File: config.mk
export PLATFORM = sky130hd
export DESIGN_NAME = tkm_ram
export DESIGN_NICKNAME = d
export VERILOG_FILES = /design/src/sv/trie_keyword_matcher_top_assert.svh /design/src/sv/tkm_ram.sv
export SDC_FILE = /design/constraint.sdc
export NUM_CORES = 2
export LEC_CHECK = 0
export ABC_AREA = 1
export BUFFER_PORTS_ARGS = -buffer_cell sky130_fd_sc_hd__buf_2
export CELL_PAD_IN_SITES_DETAIL_PLACEMENT = 0
export CELL_PAD_IN_SITES_GLOBAL_PLACEMENT = 2
export CORE_AREA = 2 2 419 462
export DETAILED_ROUTE_END_ITERATION = 7
export DIE_AREA = 0 0 421 464
export PLACE_DENSITY_LB_ADDON = 0.12
export SYNTH_ARGS = -nofsm -noshare
export SYNTH_HDL_FRONTEND = slang
export SYNTH_SLANG_ARGS = --single-unit
File: constraint.sdc
create_clock -name i_clk -period 3.4 [get_ports i_clk]
set_input_delay 0.68 -clock i_clk [delete_from_list [all_inputs] [get_ports i_clk]]
set_output_delay 0.68 -clock i_clk [all_outputs]
set_load 0.02 [all_outputs]
File: src/sv/trie_keyword_matcher_top_assert.svh
// Assertion macros for the keyword trie matcher.
// Included by the top level; no other dependencies.
`ifndef TRIE_KEYWORD_MATCHER_TOP_ASSERT_SVH
`define TRIE_KEYWORD_MATCHER_TOP_ASSERT_SVH
`ifndef SYNTH
// Same-cycle implication, disabled while reset is low.
`define TKM_ASSERT_IMP(lbl, clk, rst_n, ante, cons) \
    lbl: assert property (@(posedge clk) disable iff (!rst_n) (ante) |-> (cons)) \
        else $error("tkm: assertion failed");
// Next-cycle implication, disabled while reset is low.
`define TKM_ASSERT_NXT(lbl, clk, rst_n, ante, cons) \
    lbl: assert property (@(posedge clk) disable iff (!rst_n) (ante) |=> (cons)) \
        else $error("tkm: assertion failed");
`else
`define TKM_ASSERT_IMP(lbl, clk, rst_n, ante, cons)
`define TKM_ASSERT_NXT(lbl, clk, rst_n, ante, cons)
`endif
`endif

File: src/sv/tkm_ram.sv
// Generic single-write, single-read synchronous RAM with registered read data.
// Stand-alone; no package dependency.
module tkm_ram #(
    parameter int WIDTH = 8,
    parameter int DEPTH = 256
) (
    input  logic                     i_clk,
    input  logic                     i_we,
    input  logic [$clog2(DEPTH)-1:0] i_waddr,
    input  logic [WIDTH-1:0]         i_wdata,
    input  logic [$clog2(DEPTH)-1:0] i_raddr,
    output logic [WIDTH-1:0]         o_rdata
);

    logic [WIDTH-1:0] r_mem [DEPTH];
    logic [WIDTH-1:0] r_rdata;

    // Write port.
    always_ff @(posedge i_clk) begin
        if (i_we) begin
            r_mem[i_waddr] <= i_wdata;
        end
    end

    // Read port with registered read data.
    always_ff @(posedge i_clk) begin
        r_rdata <= r_mem[i_raddr];
    end

    assign o_rdata = r_rdata;

endmodule

==> qor.csv <==
metric,value,unit
vias,54809,
fp.coreArea,0.190,sq mm
multi_input_area,0.0192,sq mm
grt_pass1_wl,373,mm
end_kind,flop,
peakVddDrop,565,uV
dp_hpwl,153,mm
portBuffers,33,
use_met2,0.417,
final_common_cell,nand2_1,
ys_seq_area_frac,0.739,
syn_area_per_cell,11.9,sq um
grt-busiest-layer,met2,
clock-root-buffer,clkbuf_16,
cts.sinks,2056,
timing.final.max_slew_violations,0,
met3_usage,0.0313,
synth_top_area_cell,edfxtp_1,
path_class,primary input to flop,
cts_buffers,212,
fin_nets,7275,
clock_path_buffers,3,
clock_skew,0.0261,ns
syn_area,0.0834,sq mm
first_iter_violations,5392,
status,"complete, no violations",
area_growth,14.9,%
die_x,421,microns
worstMarginPinSlew,1.01,ns
cts_resized,0,
tns,0,ns
drive_gt1_frac,0.109,
cp_max_fo,53,
rows,168,
layout_worst_path_cycle_share,0.735,
p_leak,33.8,nW
rsz0062_at_grt,no,
slowest_delay,0.38,ns
grt_pass1_vias,52992,
final_util,0.504,
path_cells,buf_8 > inv_16 > buf_12 > buf_4 > nand2_1 > nand3_1 > nand3_1 > nand3_1 > nand3_1 > nand3_1 > nand3_1 > nand2_1 > nand2_1 > nand2_1,
arrival,3.28,ns
synth_nets,7029,
synth_cell_types,14,
dieArea,0.195,sq mm
max_cap_viol_count,0,
crit_top_cell,nand3_1,
critical_path_required,4.18,ns
layout_min_cycle_time,2.50,ns
dr.pass1.iters,6,
io_pins,34,
grt.overflow.total,0,
post_cts_buffers,0,
die_h,464,microns
regArea,0.0617,sq mm
cts_hold_buffers,0,
antenna_left,0,
relSlewSlack,0.325,
wl_per_cell,25.6,microns
use_met1,0.365,
synth_top_area_frac,0.737,
antenna_found_initial,11,
initial_utilization,0.438,
synth_seq_cells,2056,
cts.reportedPaths.clkPinSlew,0.06,ns
power_density,564,mW/mm^2
worst_path_max_delay_cell,buf_4,
cp-start-kind,primary input,
fmax,400,MHz
fin_cells,9968,
postRouteWirelength,255,mm
htree_num_levels,4,
cp_top_family,simple AND/OR/NAND/NOR gates,
via_per_inst,5.50,
setup_viol,0,
gp_congestion,0.844,
synth_warnings,0,
drc,0,
synth_cells,7003,
hold_path_class,primary input to flop,
cts_tree,done,
synth_area_leaders,"edfxtp_1, nand3_1, nand2_1",
worst-path-buf-inv,4,
nFillCells,16733,
grt_usage,0.259,
clk_latency,0.85,ns
place_inst,9585,
hold_violations,0,
final_cell_mix,"nand2_1, edfxtp_1, nand3_1, buf_4, nor2_1",
grt_max_degree,92,
-- layer usage --
metal / routed length (microns) / part of all wire
met1: 112000 / 0.44
met2: 122000 / 0.48
met3: 13900 / 0.055
met4: 8080 / 0.032
met5: 0 / 0
-- flip-flops by register name, indices dropped and copies added (netlist names) --
signal and cells:
o_rdata 8, r_mem 2048
-- path summary, 6_finish.rpt --
kind                      startpoint                 endpoint  slack, ns  cells past startpoint
min                       i_wdata[5]  r_mem[104][5]$_DFFE_PP_       0.25                      1
max reg2reg  r_mem[187][6]$_DFFE_PP_       o_rdata[6]$_DFF_P_       1.27                     10
max                       i_raddr[0]       o_rdata[2]$_DFF_P_       0.90                     14
min reg2reg   r_mem[78][5]$_DFFE_PP_       o_rdata[5]$_DFF_P_       0.98                     10
-- cell usage after synthesis --
cell      number
nand2_1     2123
edfxtp_1    2048
nand3_1     2019
nor2_1       283
buf_2        268
clkbuf_1     112
buf_4         46
buf_1         40
inv_1         36
buf_6         16
dfxtp_1        8
inv_2          2
buf_8          1
inv_4          1
-- layout make-up --
type / instances / share of cell area
Timing Repair Buffer: 515 / 0.0521
Multi-Input combinational cell: 4425 / 0.200
Clock inverter: 113 / 0.0104
Antenna cell: 5 / 0.000131
Inverter: 39 / 0.00191
Sequential cell: 2056 / 0.644
Clock buffer: 265 / 0.0586
Tap cell: 2550 / 0.0333
-- kinds of logic (layout without fill, tap and decap cells) --
kind of cell,after synthesis,count (layout),synth area share
buffers and inverters,522,932,0.0312
DFF,2056,2056,0.739
other,0,5,0
and+or+nand+nor,4425,4425,0.229
-- worst reg2reg max path, delay by kind of cell (launching register included) --
kind	cells	cell delay, ns
and+or+nand+nor	10	1.64
DFF	1	0.37
-- through the flow --
step           setup slack (ns)  power (mW)  cell area [sq um]  hold WS, ns
3_3_place_gp             0.0543        32.0              89200        0.967
2_1_floorplan              1.23        30.2              83400        0.779
4_1_cts                   0.977        54.4              95800        0.201
6_report                  0.903        54.0              95800        0.254
3_5_place_dp             0.0627        32.0              89200        0.977
5_1_grt                   0.793        55.6              95800        0.240
-- power by group --
part | switching (mW) | internal, mW | total, mW | leakage [nW]
logic | 2.60 | 0.909 | 3.51 | 12.1
registers | 0.0284 | 27.9 | 28.0 | 18.5
clock network | 9.52 | 13.0 | 22.5 | 3.23
total | 12.2 | 41.8 | 54.0 | 33.8
No activity file was read; power rests on OpenSTA's default activity.
