$ cat config.mk
export PLATFORM = sky130hd
export DESIGN_NAME = tkm_clear
export DESIGN_NICKNAME = d
export VERILOG_FILES = /design/src/sv/trie_keyword_matcher_top_assert.svh /design/src/sv/tkm_pkg.sv /design/src/sv/tkm_clear.sv
export SDC_FILE = /design/constraint.sdc
export NUM_CORES = 1
export LEC_CHECK = 0
export ABC_CLOCK_PERIOD_IN_PS = 2700
export BUFFER_PORTS_ARGS = -buffer_cell sky130_fd_sc_hd__buf_2
export CORE_AREA = 3 3 42 44
export CTS_CLUSTER_SIZE = 8
export DETAILED_ROUTE_END_ITERATION = 8
export DIE_AREA = 0 0 45 47
export PLACE_DENSITY = 0.8
export SLEW_MARGIN = 40
export SYNTH_ARGS = -nofsm -noshare
export SYNTH_HDL_FRONTEND = slang
export SYNTH_SLANG_ARGS = --single-unit
$ cat constraint.sdc
create_clock -name i_clk -period 2.7 [get_ports i_clk]
set_input_delay 0.405 -clock i_clk [delete_from_list [all_inputs] [get_ports i_clk]]
set_output_delay 0.405 -clock i_clk [all_outputs]
set_load 0.03 [all_outputs]
$ cat src/sv/trie_keyword_matcher_top_assert.svh
// Assertion macros for the keyword trie matcher.
// Included by the top level; no other dependencies.
`ifndef TRIE_KEYWORD_MATCHER_TOP_ASSERT_SVH
`define TRIE_KEYWORD_MATCHER_TOP_ASSERT_SVH
`ifndef SYNTH
// Same-cycle implication, disabled while reset is low.
`define TKM_ASSERT_IMP(lbl, clk, rst_n, ante, cons) \
    lbl: assert property (@(posedge clk) disable iff (!rst_n) (ante) |-> (cons)) \
        else $error("tkm: assertion failed");
// Next-cycle implication, disabled while reset is low.
`define TKM_ASSERT_NXT(lbl, clk, rst_n, ante, cons) \
    lbl: assert property (@(posedge clk) disable iff (!rst_n) (ante) |=> (cons)) \
        else $error("tkm: assertion failed");
`else
`define TKM_ASSERT_IMP(lbl, clk, rst_n, ante, cons)
`define TKM_ASSERT_NXT(lbl, clk, rst_n, ante, cons)
`endif
`endif

$ cat src/sv/tkm_pkg.sv
// Shared types and constants of the keyword trie matcher.
// Used by the top level, tkm_clear and the testbench; depends on nothing.
package tkm_pkg;

    // Table sizes.
    localparam int MAX_NODES   = 256;
    localparam int MAX_SYMBOLS = 128;
    localparam int TYPE_BITS   = 6;

    // Derived widths.
    localparam int BYTE_W  = 8;
    localparam int NODE_W  = $clog2(MAX_NODES);
    localparam int SYM_W   = $clog2(MAX_SYMBOLS);
    localparam int NCNT_W  = $clog2(MAX_NODES + 1);
    localparam int SLOT_W  = NODE_W + SYM_W;
    localparam int CLR_W   = (SLOT_W > BYTE_W) ? SLOT_W : BYTE_W;
    localparam int KIND_W  = TYPE_BITS + 1;

    // Special node indexes and the empty token type.
    localparam logic [NODE_W-1:0]        DEAD_NODE = NODE_W'(0);
    localparam logic [NODE_W-1:0]        ROOT_NODE = NODE_W'(1);
    localparam logic signed [KIND_W-1:0] NO_TYPE   = {KIND_W{1'b1}};

    // Request function codes.
    localparam logic FUNC_LOAD  = 1'b0;
    localparam logic FUNC_MATCH = 1'b1;

    // Result status codes, also used to record the first failure of a walk.
    typedef enum logic [1:0] {
        ST_OK         = 2'd0,
        ST_NO_MATCH   = 2'd1,
        ST_NODES_FULL = 2'd2,
        ST_SYMS_FULL  = 2'd3
    } t_status;

    // Position of the reset clearing sweep.
    typedef struct packed {
        logic             done;
        logic [CLR_W-1:0] addr;
    } t_clr;

endpackage

$ cat src/sv/tkm_clear.sv
// Address sweep that clears the trie memories after reset.
// Depends on tkm_pkg for the sweep width and the t_clr struct.
module tkm_clear (
    input  logic          i_clk,
    input  logic          i_rst_n,
    input  logic          i_run,
    output tkm_pkg::t_clr o_clr
);

    logic [tkm_pkg::CLR_W-1:0] r_addr;
    logic [tkm_pkg::CLR_W-1:0] n_addr;

    // Step one entry per cycle while the sweep runs.
    always_comb begin
        n_addr = r_addr;
        if (i_run) begin
            n_addr = r_addr + tkm_pkg::CLR_W'(1);
        end
    end

    always_ff @(posedge i_clk) begin
        if (!i_rst_n) begin
            r_addr <= '0;
        end else begin
            r_addr <= n_addr;
        end
    end

    // The sweep ends on the cycle that writes the highest address.
    assign o_clr.addr = r_addr;
    assign o_clr.done = i_run && (&r_addr);

endmodule

==> results.md, run 1 <==
- Top cell type's share of synthesized area: 0.3980
- Dpl hpwl: 1088 microns
- Largest area contributor in the netlist: dfxtp_1
- Chip width: approximately 45 microns
- Post-cts resize count: 0
- Pre-CTS WS: between 700 and 800 ps
- CP delay by family, top: simple AND/OR/NAND/NOR gates
- Port Buffers: 18
- CTS Buffer Depth: 2
- Synth Flop Type: dfxtp_1
- Fraction of layout cells with a size suffix above 1: 0.2525
- Measured slew at the worst slew-check pin: around 400 ps
- Syn nets: 85
- Switching share of power: 0.2528
- Top post-synthesis cells by area: dfxtp_1 40%, mux2i_1 8.0%, nand2_1 5.5%
- Post-route ant nets: 0
- Gate Count Post-Synth: 81
- Mean Syn Cell Area: 9.314 sq um
- Finished Layout Cells: about 120
- Detailed Route WL: between 1500 and 2000 microns
- Pint: 289.5 uW
- Post-route worst setup slack: a little under 500 ps
- Slew Viols, Final: 0
- CP endpoint kind: primary output
- Rows: 14
- Max transition margin: 0.7326
- Gpl congestion: approximately 0.73
- Fin nets: 104
- Design area: slightly below 900 sq um
- Vias in the first global route: roughly 540
- Initial core utilization: 0.5128
- Max_cap viols: 0
- Final Hold Fails: 0
- Number of library cell types mapped by synthesis: 25
- Asr flop ratio synth: 0
- Area of the core: approximately 1500 sq um
- Grt ovf: 0
- # fillers: 150
- Worst-path cell chain: ha_1 > nand4_1 > nor4_1 > and2_1 > buf_2
- Placed Area: roughly 840 sq um
- HP Class: flop to flop
- Via density: 5.800
- I/O Pins: 19
- WP buf/inv: 1
- Area taken by multi-input logic gates: approximately 420 sq um
- Final setup fails: 0
- Die height: 47 microns
- Static leakage: about 0.00035 uW
- DRC Markers: 0
- Largest net degree at the start of global routing: 23
- Peak Freq: 453.6 MHz
- CP Class: flop to primary output
- CTS tree: built
- Ant diodes: 0
- CTS Buf Count: 3
- CTS clk-pin slew, worst paths: around 90 ps
- Post-placement cell count: around 110
- Clk pwr share: 0.331
- Hold Worst Slack: approximately 480 ps
- Initial antenna violation count: 0
- Unrepaired setup endpoints after global routing: false
- Synthesized area: approximately 750 sq um
- Routed WL per cell: ~13 microns
- Root Buffer: clkbuf_4
- Seq/Total Area, Yosys: 0.3980
- Comb power frac: 0.077
- H-Tree Depth: 1
- Outcome: finished clean
- Biggest regs: r_addr x15
- CP required: about 2300 ps
- Total setup buffers inserted after CTS: 0
- Pre-antenna DRT Iters: 4
- Switching power: ~98 uW
- Largest Register: r_addr
- Seq. cell area: 300.3 sq um
- Worst-skew pair later-pin latency: roughly 280 ps
- Syn-to-layout area delta: 15.09%
- First-pass GRT wire length: approximately 2400 microns
- Max stage delay on crit path: between 400 and 500 ps
- Period utilization: 0.8165
- Worst VDD drop: 0.0002991 V
- EDFF count, synth: 0
- Crit-path slowest cell: dfxtp_1
- TNS Setup: 0 ps
- # hold bufs at CTS: 0
- Worst Skew: approximately 5.4 ps
- Vias: approximately 670
- Die area: 2115 sq um
- Initial DRC count: 12
- Sequential power share: 0.592
- Power Density: approximately 450 nW/um^2
- Tot GR Track Use: 0.1512
- Synthesis Warnings: 0
- Largest register FFs: 15
- Crit-path max FO: 6
- Yosys reg bits: 15
- Arrival time at the worst endpoint: around 1800 ps
- Crit start category: flop
- Fin crit period: 2204 ps
- # clock sinks: 15
placed cells by master, fill, tap and decap left out, drive strengths merged, types with 2 or more instances in the layout:
cell type	instances
nand2	11
o31ai	2
o41ai	2
or4	2
nand4	6
nor4	5
clkbuf	3
dfxtp	15
a21boi	3
nand2b	6
inv	3
mux2i	6
buf	18
xnor2	3
o311ai	2
and2	5
path summary, 6_finish.rpt:
check | startpoint | endpoint | slack [ps] | depth (start not counted)
setup reg to reg | r_addr[0] | r_addr[8] | 1110 | 4
hold / removal | r_addr[14] | r_addr[14] | 480 | 2
setup / recovery | r_addr[0] | o_clr[15] | 500 | 5
hold reg to reg | r_addr[14] | r_addr[14] | 480 | 2
Yosys cell counts (2+ instances only):
master    count
o311ai_0      2
clkbuf_1      2
nand2_1      11
nor4_1        5
nand4_1       4
nand2b_1      6
inv_1         3
o41ai_1       2
and2_1        5
xnor2_1       3
dfxtp_1      15
a21boi_1      3
o31ai_1       2
mux2i_1       6
or4_1         2
stage by stage:
| step | power [uW] | util |
|---|---|---|
| final | 387.5 | 0.5901 |
| after global routing | 403.4 | 0.5901 |
| after CTS | 390.7 | 0.5901 |
| after detailed placement | 264.1 | 0.5714 |
| after global placement | 262.8 | 0.5714 |
| after floorplan | 256.5 | - |
per-layer routing:
layer / global-route usage / routed length [microns]
met3: 0.02299 / 53
met4: 0.07018 / 19
met5: 0 / 0
met1: 0.2111 / 689
met2: 0.2288 / 741
power groups by stage:
| stage | Clock (uW) | Sequential, uW | Combinational, uW |
|---|---|---|---|
| floorplan | 0 | 240 | 16.2 |
| global placement | 0 | 234 | 28.5 |
| detailed placement | 0 | 235 | 29.6 |
| CTS | 132 | 229 | 29.7 |
| global route | 139 | 230 | 34.0 |
| finish | 128 | 229 | 29.9 |
worst reg2reg max path, cell delays in order, from the launching register on:
cell and delay, ps:
dfxtp_1 440, ha_1 290, inv_1 130, or4_1 520, a21boi_1 160
cell type report:
type,count,area share
multi-input combinational,59,0.4827
sequential,15,0.3458
timing repair buffer,18,0.1037
clock buffer,3,0.02594
tap,16,0.02305
inverter,3,0.01297
clock inverter,1,0.005764
logic make-up (layout without fill, tap and decap cells):
family,count (synthesis),count (layout),synth area share
muxes,6,6,0.07961
xor gates and xnor gates,4,4,0.04644
adders and majority gates,1,1,0.01658
DFF,15,15,0.3980
buffers and inverters,7,25,0.04643
and+or+nand+nor,38,38,0.3101
AOI/OAI and AO/OA,10,10,0.1028
Power figures use the tool's default switching activity.
==> run 2: changes to the inputs <==
ABC_CLOCK_PERIOD_IN_PS = 1950   (was 2700)
CORE_AREA = 3 3 45 47   (was 3 3 42 44)
DIE_AREA = 0 0 48 50   (was 0 0 45 47)
PLACE_DENSITY = 0.73   (was 0.8)
clock period = 1.95 ns   (was 2.7 ns; I/O delays follow)
==> run 2 against run 1 <==
Against the previous run:
- register-to-register slack got worse by 680 ps
- worst hold slack got worse by 70 ps
- core utilization decreased by 4.0 points
- combinational power increased by 44%
- critical path type unchanged
- highest routed layer unchanged
==> results.md, run 2 (synthesis gave the netlist of run 1 again) <==
- Crit-path max FO: 6 (unchanged)
- Syn-to-layout area delta: 23.22%
- Finished Layout Cells: 118 (+2.6%)
- Worst-skew pair later-pin latency: 290 ps (about the same)
- Commonest cells after routing, fill and taps aside: 17 x buf_2, 11 x nand2_1, 11 x dfxtp_1
- CP delay by family, top: simple AND/OR/NAND/NOR gates
- Chip width: 48 microns (+6.7%)
- Post-placement cell count: 113 (+1.8%)
- CP Class: flop to primary output
- Worst VDD drop: 0.0003065 V (+2.5%)
- Wl on met1: 714 microns (+3.6%)
- CTS Buf Count: 3 (unchanged)
- Most common cell after layout, fill and taps aside: buf_2
- Outcome: finished clean
- WHS Path Cells: 3 (+1)
- Die area: 2400 sq um (+13%)
- Measured slew at the worst slew-check pin: 372.6 ps (-24.90 ps)
- Initial DRC count: 9 (-3)
- Post-route ant nets: 0 (unchanged)
- Fin crit period: approximately 1900 ps
- Ant diodes: 0 (unchanged)
- Hold Startpoint: i_run
- Biggest regs: r_addr x15
- Largest Register: r_addr
- Fin nets: 106 (+1.9%)
- Power Density: 584.5 nW/um^2 (+31%)
- Initial core utilization: 0.4467 (-0.06609)
- Max_cap viols: 0 (unchanged)
- Final Hold Fails: 0 (unchanged)
- First-pass GRT wire length: 2780 microns (+16%)
- Hold EP: r_addr[1]
- Grt ovf: 0 (unchanged)
- CP required: 1660 ps (-640 ps)
- Top Metal Used: met4
- HP Class: primary input to flop
- Rows: 15 (+1)
- Tot GR Track Use: 0.1610 (+0.009846)
- Area of the core: 1689 sq um (+15%)
- Initial antenna violation count: 0 (unchanged)
- Cells on worst reg2reg path: 4 (unchanged)
- Static leakage: 0.0003847 uW (+8.5%)
- Utilization after layout: 0.5504 (-0.03977)
- Met2 wire length: 820 microns (+11%)
- Crit-path slowest cell: dfxtp_2
- Vias in the first global route: 651 (+20%)
- Largest net degree at the start of global routing: 23 (unchanged)
- Design area: 929.6 sq um (+7.1%)
- Worst-path cell chain: ha_4 > nand4_1 > nor4_4 > and2_1 > clkbuf_4
- CP startpoint: r_addr[1]
- Detailed Route WL: 1654 microns (+10%)
- CP endpoint kind: primary output
- I/O Pins: 19 (unchanged)
- CTS clk-pin slew, worst paths: 90 ps (about the same)
- Gpl congestion: 0.7374 (+0.37%)
- FF-to-FF End: r_addr[7]
- Die height: 50 microns (+6.4%)
- Worst Skew: 1.043 ps (-4.397 ps)
- CTS tree: built
- # fillers: 153 (+2.0%)
- Routed WL per cell: 14.02 microns (+7.2%)
- TNS Setup: 0 ps (unchanged)
- Arrival time at the worst endpoint: 1610 ps (-190 ps)
- Vias: 686 (+2.8%)
- Max transition margin: 0.7485 (+0.01589)
- Port Buffers: 18 (unchanged)
- H-Tree Depth: 1 (unchanged)
- Unrepaired setup endpoints after global routing: false
- Wire length on met3: 87 microns (+64%)
- Root Buffer: clkbuf_4
- Pre-CTS WS: 161.9 ps (-576.9 ps)
- Post-route worst setup slack: 52.01 ps (-443.5 ps)
- Period utilization: 0.9733
- Crit start category: flop
- DRC Markers: 0 (unchanged)
- Worst flop-to-flop path startpoint: r_addr[2]
- # clock sinks: 15 (unchanged)
- Pre-antenna DRT Iters: 4 (unchanged)
- Dpl hpwl: 1121 microns (+3.0%)
- Placed Area: 849.6 sq um (+1.0%)
- Fraction of layout cells with a size suffix above 1: 0.3168 (+0.06431)
- Peak Freq: approximately 530 MHz
- Largest register FFs: 15 (unchanged)
- Via density: 5.814 (+0.23%)
- Max stage delay on crit path: 400 ps (-40 ps)
- Final setup fails: 0 (unchanged)
- WP buf/inv: 1 (unchanged)
- Reg2Reg Setup Slack: 430 ps (-680 ps)
- CTS Buffer Depth: 2 (unchanged)
- Slew Viols, Final: 0 (unchanged)
## run 2: cell types whose count changed in the layout (fill, tap and decap cells not counted), sizes merged
cell    delta
buf        +1
clkinv     -1
clkbuf     +2
## run 2: per-layer routing
metal,track usage,vias up
met2,0.2533,20
li1,-,334
met1,0.1912,329
met3,0.04380,3
met5,0,-
met4,0.08072,0
## run 2: worst max path at each step
stage / cells after the start / end / slack (ps)
finish: 5 / o_clr[15] / 50
global route: 5 / o_clr[15] / 5
detailed placement: 5 / o_clr[15] / 160
global placement: 4 / o_clr[15] / 220
floorplan: 4 / o_clr[15] / 70
CTS: 4 / o_clr[15] / 3
## run 2: layout make-up
| class | count | area [sq um] | area share |
|---|---|---|---|
| Inverter | 3 | 11.26 | 0.01211 |
| Multi-Input combinational cell | 59 | 455.4 | 0.4899 |
| Clock buffer | 4 | 26.28 | 0.02826 |
| Tap cell | 17 | 21.27 | 0.02288 |
| Timing Repair Buffer | 20 | 107.6 | 0.1157 |
| Sequential cell | 15 | 307.8 | 0.3311 |
## run 2: power breakdown
part           internal [uW]  switching (uW)
clock network           79.7             100
logic                   15.9            27.3
registers                311            9.09
## run 2: what timing repair did
action                     in CTS  in global routing
setup buffers                   0                  1
hold buffers                    0                  0
setup endpoints to repair       1                  1
pin swaps                       0                  1
resized for setup               6                  5
## run 2: per-stage QoR
stage / total power, uW / hold WS, ps
after global routing: 566.0 / 426.3
after detailed placement: 366.0 / 480.8
after global placement: 364.7 / 459.5
final: 543.3 / 411.5
after floorplan: 355.1 / 442.4
after CTS: 548.4 / 410.9
## run 2: tightest hold or removal path, stage by stage
cell and delay (ps):
buf_2 170, mux2i_1 100, nor2b_1 100
==> run 3: changes to the inputs <==
--- a/config.mk
+++ b/config.mk
@@ -9,7 +9,8 @@
 export BUFFER_PORTS_ARGS = -buffer_cell sky130_fd_sc_hd__buf_2
-export CORE_AREA = 3 3 45 47
+export CAP_MARGIN = 10
+export CORE_AREA = 3 3 48 50
 export CTS_CLUSTER_SIZE = 8
 export DETAILED_ROUTE_END_ITERATION = 8
-export DIE_AREA = 0 0 48 50
-export PLACE_DENSITY = 0.73
+export DIE_AREA = 0 0 51 53
+export PLACE_DENSITY = 0.66
 export SLEW_MARGIN = 40
--- a/constraint.sdc
+++ b/constraint.sdc
@@ -3,2 +3,2 @@
 set_output_delay 0.2925 -clock i_clk [all_outputs]
-set_load 0.03 [all_outputs]
+set_load 0.02 [all_outputs]
==> run 3 against run 2 <==
Against the previous run:
- flip-flop and latch count is the same
- die area up 13%
- total power is 0.97% lower
- critical path type unchanged
==> results.md, run 3 (synthesis gave the netlist of run 1 again) <==
- Vias in the first global route: 575 (-12%)
- Slew Viols, Final: 0 (unchanged)
- Area of the core: 1942 sq um (+15%)
- Tot GR Track Use: 0.1240 (-0.03705)
- Post-placement cell count: 124 (+9.7%)
- Syn-to-layout area delta: 24.05%
- Unrepaired setup endpoints after global routing: false
- CTS clk-pin slew, worst paths: 80 ps (about the same)
- Crit start category: flop
- Initial core utilization: 0.3885 (-0.05814)
- Max transition margin: 0.7427 (-0.005789)
- Met2 Usage GRT: 0.1974 (-0.05588)
- Largest Register: r_addr
- Period utilization: 0.9425 (-0.03081)
- Fin nets: 107 (+0.94%)
- Finished Layout Cells: 129 (+9.3%)
- DRC Markers: 0 (unchanged)
- Detailed Route WL: 1538 microns (-7.0%)
- Commonest cells after routing, fill and taps aside: 18 x buf_2, 13 x dfxtp_1, 11 x nand2_1
- Met1 Use GR: 0.1490 (-0.04224)
- Vias: 681 (-0.73%)
- Grt ovf: 0 (unchanged)
- Max_cap viols: 0 (unchanged)
- H-Tree Depth: 1 (unchanged)
- CTS Buf Count: 3 (unchanged)
- Peak Freq: 544.1 MHz (+3.3%)
- Final Hold Fails: 0 (unchanged)
- CP startpoint: r_addr[1]
- Initial DRC count: 16 (+7)
- Arrival time at the worst endpoint: 1550 ps (-60 ps)
- Fraction of layout cells with a size suffix above 1: 0.3039 (-0.01291)
- Root Buffer: clkbuf_4
- Dpl hpwl: 1073 microns (-4.3%)
- Crit-path max FO: 6 (unchanged)
- Via density: 5.279 (-9.2%)
- Port Buffers: 18 (unchanged)
- First-pass GRT wire length: 2504 microns (-9.9%)
- Largest register FFs: 15 (unchanged)
- Die area: 2703 sq um (+13%)
- Die height: 53 microns (+6.0%)
- Worst Skew: 4.383 ps (+3.340 ps)
- Hold Worst Slack: 412.0 ps (+0.4970 ps)
- # clock sinks: 15 (unchanged)
- Final setup fails: 0 (unchanged)
- Worst flop-to-flop path startpoint: r_addr[5]
- Post-route ant nets: 0 (unchanged)
- Power Density: 574.9 nW/um^2 (-1.6%)
- Chip width: 51 microns (+6.3%)
- Hold Startpoint: i_run
- CP Class: flop to primary output
- CTS Buffer Depth: 2 (unchanged)
- Routed WL per cell: 11.92 microns (-15%)
- I/O Pins: 19 (unchanged)
- Fin crit period: 1838 ps (-60.07 ps)
- Largest net degree at the start of global routing: 23 (unchanged)
- HP Class: primary input to flop
- TNS Setup: 0 ps (unchanged)
- Most common cell after layout, fill and taps aside: buf_2
- Biggest regs: r_addr x15
- Initial antenna violation count: 0 (unchanged)
- Worst-skew pair later-pin latency: 280 ps (about the same)
- # hold bufs at CTS: 0 (unchanged)
- CTS tree: built
- Static leakage: 0.0003817 uW (-0.77%)
- Outcome: finished clean
- Rows: 16 (+1)
- Gpl congestion: 0.7325 (-0.66%)
- Pre-antenna DRT Iters: 4 (unchanged)
- Grt met3 use: 0.05352 (+0.009726)
- Measured slew at the worst slew-check pin: 382.4 ps (+9.886 ps)
- CP endpoint kind: primary output
- Reg2Reg Setup Slack: 460 ps (+30 ps)
- Worst VDD drop: 0.0004518 V (+47%)
- CP required: 1660 ps (about the same)
- Most Crowded Layer GR: met2
- Ant diodes: 0 (unchanged)
==> run 3: critical path: stages (launching register included) <==
cell and delay [ps]:
dfxtp_2 400, ha_4 170, nand4_1 140, nor4_4 250, and2_1 150, buf_2 150
==> run 3: through the flow <==
stage,util,power [uW],instance area [sq um],worst slack (ps)
4_1_cts,0.4659,541.9,904.6,7.436
5_1_grt,0.4820,566.9,935.9,25.17
2_1_floorplan,-,351.8,754.5,221.7
3_5_place_dp,0.4478,363.1,869.6,209.9
3_3_place_gp,0.4478,361.0,869.6,271.5
6_report,0.4820,538.0,935.9,112.1
==> run 3: routing by layer <==
metal	wire, microns	share of wire
met5	0	0
met3	99	0.064
met2	748	0.49
met4	10	0.0065
met1	680	0.44
==> run 3: path summary, 6_finish.rpt <==
check             depth (start not counted)          to
hold / removal                            3   r_addr[1]
setup reg to reg                          4  r_addr[12]
hold reg to reg                           2  r_addr[14]
setup / recovery                          5   o_clr[15]
==> run 3: cell type report <==
type                    instances  area, sq um
clock buffers                   4        26.28
fillers                       217         1006
inverters                       3        11.26
multi-input cells              59        446.7
flip-flops and latches         15        305.3
well taps                      27        33.78
repair buffers                 21        112.6
==> run 3: repair_timing <==
action,in CTS,in global routing
setup endpoints to repair,1,1
buffers inserted,0,1
pin swaps,0,1
resized for setup,2,5
==> run 3: power breakdown <==
group / switching, uW / internal [uW] / total (uW)
registers: 8.81 / 311 / 320
clock network: 98.1 / 79.5 / 178
logic: 24.5 / 15.9 / 40.4
